**src/rtl/jsj_pkg.sv**
```systemverilog
package jsj_pkg;

  // Sample geometry
  localparam int SAMPLE_BITS = 12;
  localparam logic [SAMPLE_BITS-1:0] SAMPLE_FULL = '1;

  localparam int WAIT_BITS = 8;
  localparam int CFG_INDEX_BITS = 2;
  localparam int CFG_DATA_BITS = 12;
  localparam int PROD_BITS = SAMPLE_BITS + WAIT_BITS;

  // Divider runs one quotient bit per step
  localparam int DIV_STEPS = WAIT_BITS;
  localparam int DIV_CNT_BITS = $clog2(DIV_STEPS);
  localparam logic [DIV_CNT_BITS-1:0] DIV_LAST = DIV_CNT_BITS'(DIV_STEPS - 1);

  // Register indexes
  localparam logic [CFG_INDEX_BITS-1:0] REG_CENTER    = 2'd0;
  localparam logic [CFG_INDEX_BITS-1:0] REG_DEAD_BAND = 2'd1;
  localparam logic [CFG_INDEX_BITS-1:0] REG_FASTEST   = 2'd2;
  localparam logic [CFG_INDEX_BITS-1:0] REG_SLOWEST   = 2'd3;

  // Register reset values
  localparam logic [SAMPLE_BITS-1:0] CENTER_RESET    = 12'd2048;
  localparam logic [SAMPLE_BITS-1:0] DEAD_BAND_RESET = 12'd500;
  localparam logic [WAIT_BITS-1:0]   FASTEST_RESET   = 8'd2;
  localparam logic [WAIT_BITS-1:0]   SLOWEST_RESET   = 8'd20;

  // Motion status codes
  localparam logic [1:0] STATUS_LIMIT = 2'd0;
  localparam logic [1:0] STATUS_BAND  = 2'd1;
  localparam logic [1:0] STATUS_PULSE = 2'd2;
  localparam logic [1:0] STATUS_WAIT  = 2'd3;

  typedef struct packed {
    logic [SAMPLE_BITS-1:0] stick_sample;
    logic                   limit_pressed;
  } sample_t;

  typedef struct packed {
    logic                 step_level;
    logic                 turn_ccw;
    logic [1:0]           motion_status;
    logic [WAIT_BITS-1:0] chosen_wait;
  } result_t;

  typedef enum logic [1:0] {
    S_IDLE,
    S_MUL,
    S_DIV,
    S_DONE
  } jsj_state_t;

  // Controller to datapath
  typedef struct packed {
    logic capture;
    logic load_quick;
    logic mul;
    logic div_step;
    logic load_calc;
  } jsj_cmd_t;

  // Datapath to controller
  typedef struct packed {
    logic quick;
    logic out_free;
  } jsj_status_t;

endpackage

```
**src/rtl/jsj_ctrl.sv**
```systemverilog
module jsj_ctrl import jsj_pkg::*; (
  input  logic        clk,
  input  logic        rst,
  input  logic        sample_valid,
  output logic        sample_stall,
  input  jsj_status_t stat,
  output jsj_cmd_t    cmd
);

  jsj_state_t              state;
  jsj_state_t              state_next;
  logic [DIV_CNT_BITS-1:0] div_cnt;
  logic                    accept;

  // Take a request only when idle and the result register can be loaded
  assign accept = sample_valid && (state == S_IDLE) && stat.out_free;

  // State and step counter
  always_ff @(posedge clk) begin
    if (rst) begin
      state   <= S_IDLE;
      div_cnt <= '0;
    end else begin
      state <= state_next;
      if (state == S_MUL) begin
        div_cnt <= '0;
      end else if (state == S_DIV) begin
        div_cnt <= div_cnt + 1'b1;
      end
    end
  end

  // Next state
  always_comb begin
    state_next = state;
    case (state)
      S_IDLE: begin
        if (accept && !stat.quick) state_next = S_MUL;
      end
      S_MUL: begin
        state_next = S_DIV;
      end
      S_DIV: begin
        if (div_cnt == DIV_LAST) state_next = S_DONE;
      end
      S_DONE: begin
        if (stat.out_free) state_next = S_IDLE;
      end
      default: begin
        state_next = S_IDLE;
      end
    endcase
  end

  // Commands
  always_comb begin
    cmd          = '0;
    sample_stall = 1'b1;
    case (state)
      S_IDLE: begin
        sample_stall   = !stat.out_free;
        cmd.capture    = accept && !stat.quick;
        cmd.load_quick = accept && stat.quick;
      end
      S_MUL: begin
        cmd.mul = 1'b1;
      end
      S_DIV: begin
        cmd.div_step = 1'b1;
      end
      S_DONE: begin
        cmd.load_calc = stat.out_free;
      end
      default: begin
        sample_stall = 1'b1;
      end
    endcase
  end

endmodule

```
**src/rtl/jsj_dpath.sv**
```systemverilog
module jsj_dpath import jsj_pkg::*; (
  input  logic                      clk,
  input  logic                      rst,
  input  logic                      cfg_write,
  input  logic [CFG_INDEX_BITS-1:0] cfg_index,
  input  logic [CFG_DATA_BITS-1:0]  cfg_data,
  input  sample_t                   sample,
  input  jsj_cmd_t                  cmd,
  output jsj_status_t               stat,
  output logic                      result_valid,
  input  logic                      result_stall,
  output result_t                   result
);

  logic [SAMPLE_BITS-1:0] center_value;
  logic [SAMPLE_BITS-1:0] dead_band;
  logic [WAIT_BITS-1:0]   fastest_wait;
  logic [WAIT_BITS-1:0]   slowest_wait;

  logic                   direction_reg;
  logic [WAIT_BITS-1:0]   wait_left;
  logic [WAIT_BITS-1:0]   last_wait;

  logic [SAMPLE_BITS-1:0] dist_val;
  logic [SAMPLE_BITS-1:0] range_val;
  logic                   dir_pend;
  logic [SAMPLE_BITS-1:0] rem;
  logic [WAIT_BITS-1:0]   low_bits;
  logic [WAIT_BITS-1:0]   quot;

  logic [SAMPLE_BITS-1:0] ccw_dist;
  logic [SAMPLE_BITS-1:0] cw_dist;
  logic                   go_ccw;
  logic                   go_cw;
  logic                   in_band;
  logic                   stopped;
  logic [SAMPLE_BITS-1:0] sel_range;
  logic                   trivial;
  logic [WAIT_BITS-1:0]   span;
  logic [PROD_BITS-1:0]   prod;
  logic [SAMPLE_BITS:0]   shifted;
  logic                   fits;
  logic [SAMPLE_BITS:0]   reduced;
  logic [WAIT_BITS-1:0]   calc_wait;
  result_t                quick_res;

  // Classify the sample against the dead band
  assign ccw_dist  = center_value - sample.stick_sample;
  assign cw_dist   = sample.stick_sample - center_value;
  assign go_ccw    = (center_value >= sample.stick_sample) && (ccw_dist >= dead_band);
  assign go_cw     = (sample.stick_sample > center_value) && (cw_dist >= dead_band);
  assign in_band   = !go_ccw && !go_cw;
  assign stopped   = sample.limit_pressed || in_band;
  assign sel_range = go_ccw ? center_value : SAMPLE_FULL - center_value;
  assign trivial   = (sel_range == '0) || (fastest_wait >= slowest_wait);

  assign stat.quick    = (wait_left != '0) || stopped || trivial;
  assign stat.out_free = !result_valid || !result_stall;

  // Result for ticks that need no divide
  always_comb begin
    quick_res = '0;
    quick_res.turn_ccw = direction_reg;
    if (wait_left != '0) begin
      quick_res.motion_status = STATUS_WAIT;
      quick_res.chosen_wait   = last_wait;
    end else if (sample.limit_pressed) begin
      quick_res.motion_status = STATUS_LIMIT;
    end else if (in_band) begin
      quick_res.motion_status = STATUS_BAND;
    end else begin
      quick_res.step_level    = 1'b1;
      quick_res.turn_ccw      = go_ccw;
      quick_res.motion_status = STATUS_PULSE;
      quick_res.chosen_wait   = slowest_wait;
    end
  end

  // Scale distance by the wait span, then divide by the range one bit per step
  assign span      = slowest_wait - fastest_wait;
  assign prod      = PROD_BITS'(dist_val) * PROD_BITS'(span);
  assign shifted   = {rem, low_bits[WAIT_BITS-1]};
  assign fits      = shifted >= {1'b0, range_val};
  assign reduced   = shifted - {1'b0, range_val};
  assign calc_wait = slowest_wait - quot;

  // Configuration and control state
  always_ff @(posedge clk) begin
    if (rst) begin
      center_value  <= CENTER_RESET;
      dead_band     <= DEAD_BAND_RESET;
      fastest_wait  <= FASTEST_RESET;
      slowest_wait  <= SLOWEST_RESET;
      direction_reg <= 1'b0;
      wait_left     <= '0;
      last_wait     <= '0;
      result_valid  <= 1'b0;
    end else begin
      if (cfg_write) begin
        case (cfg_index)
          REG_CENTER:    center_value <= cfg_data;
          REG_DEAD_BAND: dead_band    <= cfg_data;
          REG_FASTEST:   fastest_wait <= cfg_data[WAIT_BITS-1:0];
          REG_SLOWEST:   slowest_wait <= cfg_data[WAIT_BITS-1:0];
          default: ;
        endcase
      end

      if (cmd.load_quick) begin
        if (wait_left != '0) begin
          wait_left <= wait_left - 1'b1;
        end else if (!stopped) begin
          direction_reg <= go_ccw;
          last_wait     <= slowest_wait;
          wait_left     <= slowest_wait;
        end
      end else if (cmd.load_calc) begin
        direction_reg <= dir_pend;
        last_wait     <= calc_wait;
        wait_left     <= calc_wait;
      end

      // Hold the result until it is taken
      if (cmd.load_quick || cmd.load_calc) begin
        result_valid <= 1'b1;
      end else if (!result_stall) begin
        result_valid <= 1'b0;
      end
    end
  end

  // Operands, divider and result payload
  always_ff @(posedge clk) begin
    if (cmd.capture) begin
      dist_val  <= go_ccw ? ccw_dist : cw_dist;
      range_val <= sel_range;
      dir_pend  <= go_ccw;
    end
    if (cmd.mul) begin
      rem      <= prod[PROD_BITS-1:WAIT_BITS];
      low_bits <= prod[WAIT_BITS-1:0];
      quot     <= '0;
    end else if (cmd.div_step) begin
      rem      <= fits ? reduced[SAMPLE_BITS-1:0] : shifted[SAMPLE_BITS-1:0];
      low_bits <= {low_bits[WAIT_BITS-2:0], 1'b0};
      quot     <= {quot[WAIT_BITS-2:0], fits};
    end
    if (cmd.load_quick) begin
      result <= quick_res;
    end else if (cmd.load_calc) begin
      result.step_level    <= 1'b1;
      result.turn_ccw      <= dir_pend;
      result.motion_status <= STATUS_PULSE;
      result.chosen_wait   <= calc_wait;
    end
  end

endmodule

```
**src/rtl/joystick_stepper_jog_control.sv**
```systemverilog
// Joystick jog control for a step/direction stepper driver. Each request is one
// millisecond tick with a joystick sample and the limit-switch level, and gives exactly
// one result: the STEP level, the direction, a status and the low time chosen for the
// current step. Registers (index: name): 0 center_value, 1 dead_band, 2 fastest_wait,
// 3 slowest_wait; write them only while no request is in flight. A tick that is waiting
// out a step, stopped by the limit or inside the dead band, or that maps onto an empty
// range or a fastest wait not below the slowest, needs no divide: its result is
// registered at the edge that takes the request. Any other tick goes from request to
// result through the distance capture, the distance-times-span multiply, the bit-serial
// restoring divide by the range and the result load, which waits until the result
// register is free. One request is in flight at a time, and a request is taken only
// while the result register is free or being emptied.
module joystick_stepper_jog_control import jsj_pkg::*; (
  input  logic                      clk,
  input  logic                      rst,
  input  logic                      cfg_write,
  input  logic [CFG_INDEX_BITS-1:0] cfg_index,
  input  logic [CFG_DATA_BITS-1:0]  cfg_data,
  input  logic                      sample_valid,
  output logic                      sample_stall,
  input  sample_t                   sample,
  output logic                      result_valid,
  input  logic                      result_stall,
  output result_t                   result
);

  jsj_cmd_t    cmd;
  jsj_status_t stat;

  jsj_ctrl u_ctrl (
    .clk          (clk),
    .rst          (rst),
    .sample_valid (sample_valid),
    .sample_stall (sample_stall),
    .stat         (stat),
    .cmd          (cmd)
  );

  jsj_dpath u_dpath (
    .clk          (clk),
    .rst          (rst),
    .cfg_write    (cfg_write),
    .cfg_index    (cfg_index),
    .cfg_data     (cfg_data),
    .sample       (sample),
    .cmd          (cmd),
    .stat         (stat),
    .result_valid (result_valid),
    .result_stall (result_stall),
    .result       (result)
  );

endmodule

```
**config.mk**
```make
export PLATFORM = sky130hd
export DESIGN_NAME = joystick_stepper_jog_control
export DESIGN_NICKNAME = d
export VERILOG_FILES = /design/src/rtl/jsj_pkg.sv /design/src/rtl/jsj_ctrl.sv /design/src/rtl/jsj_dpath.sv /design/src/rtl/joystick_stepper_jog_control.sv
export SDC_FILE = /design/constraint.sdc
export NUM_CORES = 1
export LEC_CHECK = 0
export ABC_CLOCK_PERIOD_IN_PS = 6100
export BUFFER_PORTS_ARGS = -buffer_cell sky130_fd_sc_hd__buf_2
export CORE_ASPECT_RATIO = 1.2
export CORE_MARGIN = 1.5
export CORE_UTILIZATION = 47
export DETAILED_ROUTE_END_ITERATION = 10
export PLACE_DENSITY = 0.64
export SLEW_MARGIN = 30
export SYNTH_ARGS = -nofsm -noshare
export SYNTH_HDL_FRONTEND = slang
export SYNTH_SLANG_ARGS = --single-unit
```
**constraint.sdc**
```tcl
create_clock -name clk -period 6.1 [get_ports clk]
set_input_delay 1.525 -clock clk [delete_from_list [all_inputs] [get_ports clk]]
set_output_delay 1.525 -clock clk [all_outputs]
set_load 0.01 [all_outputs]
```
=== Yosys cells after proc, flatten, opt, wreduce, memory -nomap -nowiden ===
Cells that the tools add are included.

* Logic and storage cells: 120
* Register bits after elaboration: 128
* Output and inout bits: 14
* Input bits: 32

* Reductions and logical operators: 33
* Order comparisons: 6
* Eq/ne operators: 14
* Muxes and demuxes: 38
* Add/sub/neg operators: 8
* Multiply operators: 1

{| class="wikitable"
|+ Operator list
! operator !! count
|-
| two-way mux 12 bit || 7
|-
| two-way mux 8 bit || 10
|-
| >= comparator 12 bit || 3
|-
| subtractor 12 bit || 3
|-
| multiplier 12 x 8 -> 20 bit || 1
|-
| two-way mux 2 bit || 9
|-
| subtractor 8 bit || 2
|-
| >= comparator 13 x 12 -> 1 bit || 1
|-
| greater-than comparator 12 bit || 1
|-
| logical NOT 12 bit || 1
|-
| subtractor 12 bit (first input constant) || 1
|-
| two-way mux 1 bit || 10
|-
| two-way mux 10 bit || 1
|-
| AND reduction 2 bit || 5
|-
| equality test 2 bit (second input constant) || 4
|-
| >= comparator 8 bit || 1
|-
| inequality test 2 bit (second input constant) || 4
|-
| case mux 2 bit (4 select lines) || 1
|-
| nonzero test 8 bit || 1
|-
| subtractor 8 x 1 -> 8 bit (second input constant) || 1
|-
| logical AND 1 bit || 7
|-
| logical NOT 1 bit || 6
|-
| logical OR 1 bit || 6
|-
| AND reduction 3 bit || 2
|-
| 8 further kinds || 12
|}

=== Logic depth before layout (Yosys ltp) ===
* Word-level depth: 13
* Depth in mapped cells: 28
* Gate-level depth less buffers: 27

=== Hierarchy ===
From an unflattened synthesis, not the netlist that was laid out.

* Cell total of the unflattened synthesis: 1338
* Area, all modules: 11750.0 µm²

{| class="wikitable"
|+ By module, submodules not included
! module !! times used !! cells each !! area an instance (µm²)
|-
| jsj_dpath || 1 || 1304 || 11412.2
|-
| jsj_ctrl || 1 || 34 || 337.8
|}

=== Worst setup path after synthesis ===
No wires, ideal clock.

* Kind: flip-flop to flip-flop
* From: register u_dpath.slowest_wait[1]
* To: register u_dpath.rem[11] (data pin)
* Period minus slack after synthesis: 6.155 ns
* Setup time: 0.255 ns
* Setup slack: -0.055 ns
* Arrival time: 5.900 ns
* Cell stages (with the launch flop): 26
* Path buffers: 0
* Required time: 5.845 ns
* Path through: dfxtp_1 > ha_1 > nor2b_1 > o21ai_0 > a21boi_0 > o21ai_0 > a21boi_0 > o21ai_0 > a21boi_0 > or3b_2 > fa_1 > fa_1 > inv_1 > fa_1 > inv_1 > fa_1 > inv_1 > ha_1 > o21a_1 > o31ai_1 > a21oi_1 > a211oi_1 > o31ai_1 > a21oi_1 > mux2i_1 > and2_1

* Word-level cells in the longest chain between the ends: 3

{| class="wikitable"
|+ Ends and longest elaborated chain
! what !! RTL line !! text
|-
| from (decl) || jsj_dpath.sv:18 || <nowiki>logic [WAIT_BITS-1:0] slowest_wait;</nowiki>
|-
| from (signal assigned) || jsj_dpath.sv:104 || <nowiki>REG_SLOWEST: slowest_wait <= cfg_data[WAIT_BITS-1:0];</nowiki>
|-
| subtractor 8 bit || jsj_dpath.sv:80 || <nowiki>assign span = slowest_wait - fastest_wait;</nowiki>
|-
| multiplier 12 x 8 -> 20 bit || jsj_dpath.sv:81 || <nowiki>assign prod = PROD_BITS'(dist_val) * PROD_BITS'(span);</nowiki>
|-
| two-way mux 12 bit || jsj_dpath.sv:139 || <nowiki>if (cmd.mul) begin</nowiki>
|-
| to (signal assigned) || jsj_dpath.sv:140 || <nowiki>rem <= prod[PROD_BITS-1:WAIT_BITS];</nowiki>
|-
| to (signal assigned) || jsj_dpath.sv:144 || <nowiki>rem <= fits ? reduced[SAMPLE_BITS-1:0] : shifted[SAMPLE_BITS-1:0];</nowiki>
|-
| to (decl) || jsj_dpath.sv:27 || <nowiki>logic [SAMPLE_BITS-1:0] rem;</nowiki>
|}

Every way passes these cells.
A chain may end at the register's enable or synchronous reset.

=== Worst setup path after layout ===
* From: register u_dpath.fastest_wait[1]
* To: register u_dpath.rem[9] (data pin)

* Word-level cells in the longest chain between the ends: 3

{| class="wikitable"
|+ Ends and longest elaborated chain
! what !! RTL line !! text
|-
| from (decl) || jsj_dpath.sv:17 || <nowiki>logic [WAIT_BITS-1:0] fastest_wait;</nowiki>
|-
| from (signal assigned) || jsj_dpath.sv:103 || <nowiki>REG_FASTEST: fastest_wait <= cfg_data[WAIT_BITS-1:0];</nowiki>
|-
| subtractor 8 bit || jsj_dpath.sv:80 ||
|-
| multiplier 12 x 8 -> 20 bit || jsj_dpath.sv:81 ||
|-
| two-way mux 12 bit || jsj_dpath.sv:139 ||
|}

Every way passes these cells.

==> results.md <==
- Crit path required time: 6390 ps
- Drt via density: 5.52
- Post-synth top area cell: edfxtp_1
- Area growth, synth to finish: 15.6%
- Number of flops mapped to enable cells by yosys: 57
- DP Worst Slack: -370 ps
- Initial DRC Count: 512
- Final WS setup: 217 ps
- Post-DP HPWL: 23.8 mm
- Largest family of logic cells by synthesized area: adder cells
- Synth Area in Compound Gates: 16.0%
- Drt wl/cell: 17.0 µm
- CTS Buf Count: 17
- Die outline area: 26700 µm²
- Post-synthesis sequential area ratio: 25.9%
- Post-Syn Area: 12100 µm²
- Distinct cells, synth: 82
- Max Cap Viol: 0
- Root Driver: clkbuf_16
- Post-Synth Adder-Cell Area: 23.5%
- Max_slew headroom: 49.6%
- Die Span X: 149 µm
- Ranking of synthesized cells by area: edfxtp_1 (14%), ha_1 (13%), dfxtp_1 (12%), fa_1 (11%), inv_1 (5.6%)
- Vias in the first global route: 9835
- Antenna viol nets, final: 0
- Post-Synth XOR/XNOR Area: 4.34%
- Yosys warning total: 0
- Total number of vias: 9953
- Clock Path Buffers: 2
- Placed Area: 13100 µm²
- Pin count of the biggest net entering global routing: 54
- Inst Count DP: 1764
- Commonest non-fill, non-tap cell in the layout: inv_1
- Status: finished, final reports clean
- Initial core utilization: 47.6%
- Top_reg_cell synth: dfxtp_1
- Endpoints failing hold: 0
- Crit Path Max Fanout: 3
- Pin slew with the least headroom to its limit: 751 ps
- Power Dens Cells: 411 nW/µm²
- Remaining DRCs: 0
- Fin crit share: 96.4%
- Peak supply drop: 0.346 mV
- Critical Path AT: 6170 ps
- CP max stage delay: 530 ps
- Total gr overflow: 0
- Aggregate global-route resource usage: 23.9%
- Std cell rows: 64
- Post-Syn Instances: 1372
- Final setup vio count: 0
- Post-route insts no fill: 1802
- Drt total wl: 30.6 mm
- Slew Viols, Final: 0
- Core Box Area: 25400 µm²
- Util after Layout: 55.1%
- Clk slew on worst S/H paths: 60 ps
- Slowest-stage cell, CP: fa_1
- CP most frequent cell: fa_1
- Max Clock Skew: 10.5 ps
- LEAKAGE: 0.00610 µW
- GPL Wtd Cong: 0.907
- Num ports: 46
- Hold WC Path Type: reg2reg
- Avg Cell Area, Syn: 8.82 µm²
- Global-route wire length before repair: 49.5 mm
- H-Tree Depth: 4
- CTS tree: built
- Sink Count: 128
- Flop and latch count out of synthesis: 128
- Initial antenna violation count: 0
- Async SR Flop Fraction: 0%
- Worst skew pair latency: 440 ps
- Yosys top cell area share: 14.2%
- DR pass1 iterations: 7
- Setup_tns: 0 ps
- Final instance area: 14000 µm²
- Ratio of cells with drive above 1 in the final layout: 17.0%
- Crit Path Category: reg2reg
- Layout Nets: 1679
- Crit path time final: 5880 ps
- Post-Syn Nets: 1592
- Fill count: 2330
- Worst Setup Start Kind: flip-flop
- Simple-gate portion of the synthesized area: 17.5%
- Critical path capture point type: flip-flop
- ANT cells: 0
- Die Ht: 179 µm
- Most frequent cells in the layout: inv_1 (177), nand2_1 (158), ha_1 (113)
- Mux share of post-synthesis cell area: 4.97%
- Fmax: 170 MHz
- PortBufs: 45
-- layout make-up --
cell class | count | area [µm²] | share of cell area, %
tap | 330 | 413 | 2.95
multi-input combinational | 1008 | 8310 | 59.4
clock buffer | 22 | 495 | 3.54
inverter | 183 | 687 | 4.91
clock inverter | 10 | 97.6 | 0.698
sequential | 128 | 3140 | 22.4
timing repair buffer | 121 | 841 | 6.01
-- per-stage QoR --
| stage | total power [µW] | hold slack [ps] |
|---|---|---|
| finish | 5740 | 454 |
| global route | 6240 | 481 |
| CTS | 5450 | 456 |
| detailed placement | 4370 | 448 |
| global placement | 4310 | 443 |
| floorplan | 3440 | 436 |
-- power by group --
group	leakage [µW]	internal [µW]	switching (µW)
sequential	0.00110	1110	99.9
clock	0.000293	621	415
combinational	0.00470	1630	1870
-- critical path, delay by kind of cell (launching register included) --
family          cells  cell delay (ps)
xor+xnor            1              140
flops               1              320
compound gates     11             1590
buf+inv             5              350
simple gates        4              760
fa+ha+maj           6             2550
-- layer usage --
| metal | share of wire (%) | GRT usage [%] | vias up | routed length [µm] |
|---|---|---|---|---|
| li1 | - | - | 4874 | - |
| met1 | 44 | 30.0 | 4769 | 13400 |
| met2 | 48 | 40.6 | 248 | 14800 |
| met3 | 4.5 | 3.82 | 62 | 1380 |
| met4 | 3.3 | 10.2 | 0 | 1020 |
| met5 | 0 | 0 | - | 0 |
-- synthesized netlist by cell type, types with 12 or more instances --
cell type and count:
a21o_1 19, a21oi_1 94, and2_1 52, clkbuf_1 33
dfxtp_1 71, edfxtp_1 57, fa_1 65, ha_1 123
inv_1 180, mux2_2 16, mux2i_1 42, nand2_1 158
nand2b_1 17, nand3_1 13, nand4_1 12, nor2_1 69
nor2b_1 15, nor3_1 19, o211ai_1 12, o21ai_0 42
xnor2_1 42, xor2_1 18
-- logic make-up (layout without fill, tap and decap cells) --
kind of cell,count (synthesis),after routing
compound gates,286,286
xor+xnor,60,60
fa+ha+maj,188,188
buf+inv,236,336
flops,128,128
mux,58,58
simple gates,416,416
-- path summary, 6_finish.rpt --
kind | start | endpoint | slack (ps) | depth (start not counted)
setup / recovery | u_dpath.fastest_wait[1] | u_dpath.rem[9] | 220 | 27
hold / removal | u_dpath.fastest_wait[2] | u_dpath.fastest_wait[2] | 450 | 2
setup reg to reg | u_dpath.fastest_wait[1] | u_dpath.rem[9] | 220 | 27
hold reg to reg | u_dpath.fastest_wait[2] | u_dpath.fastest_wait[2] | 450 | 2
-- timing repair --
action	CTS	global route
setup endpoints to repair	10	10
hold buffers	0	0
buffers inserted	0	6
pin swaps	3	41
gates resized for setup	10	52
(Power assumes the default switching activity.)
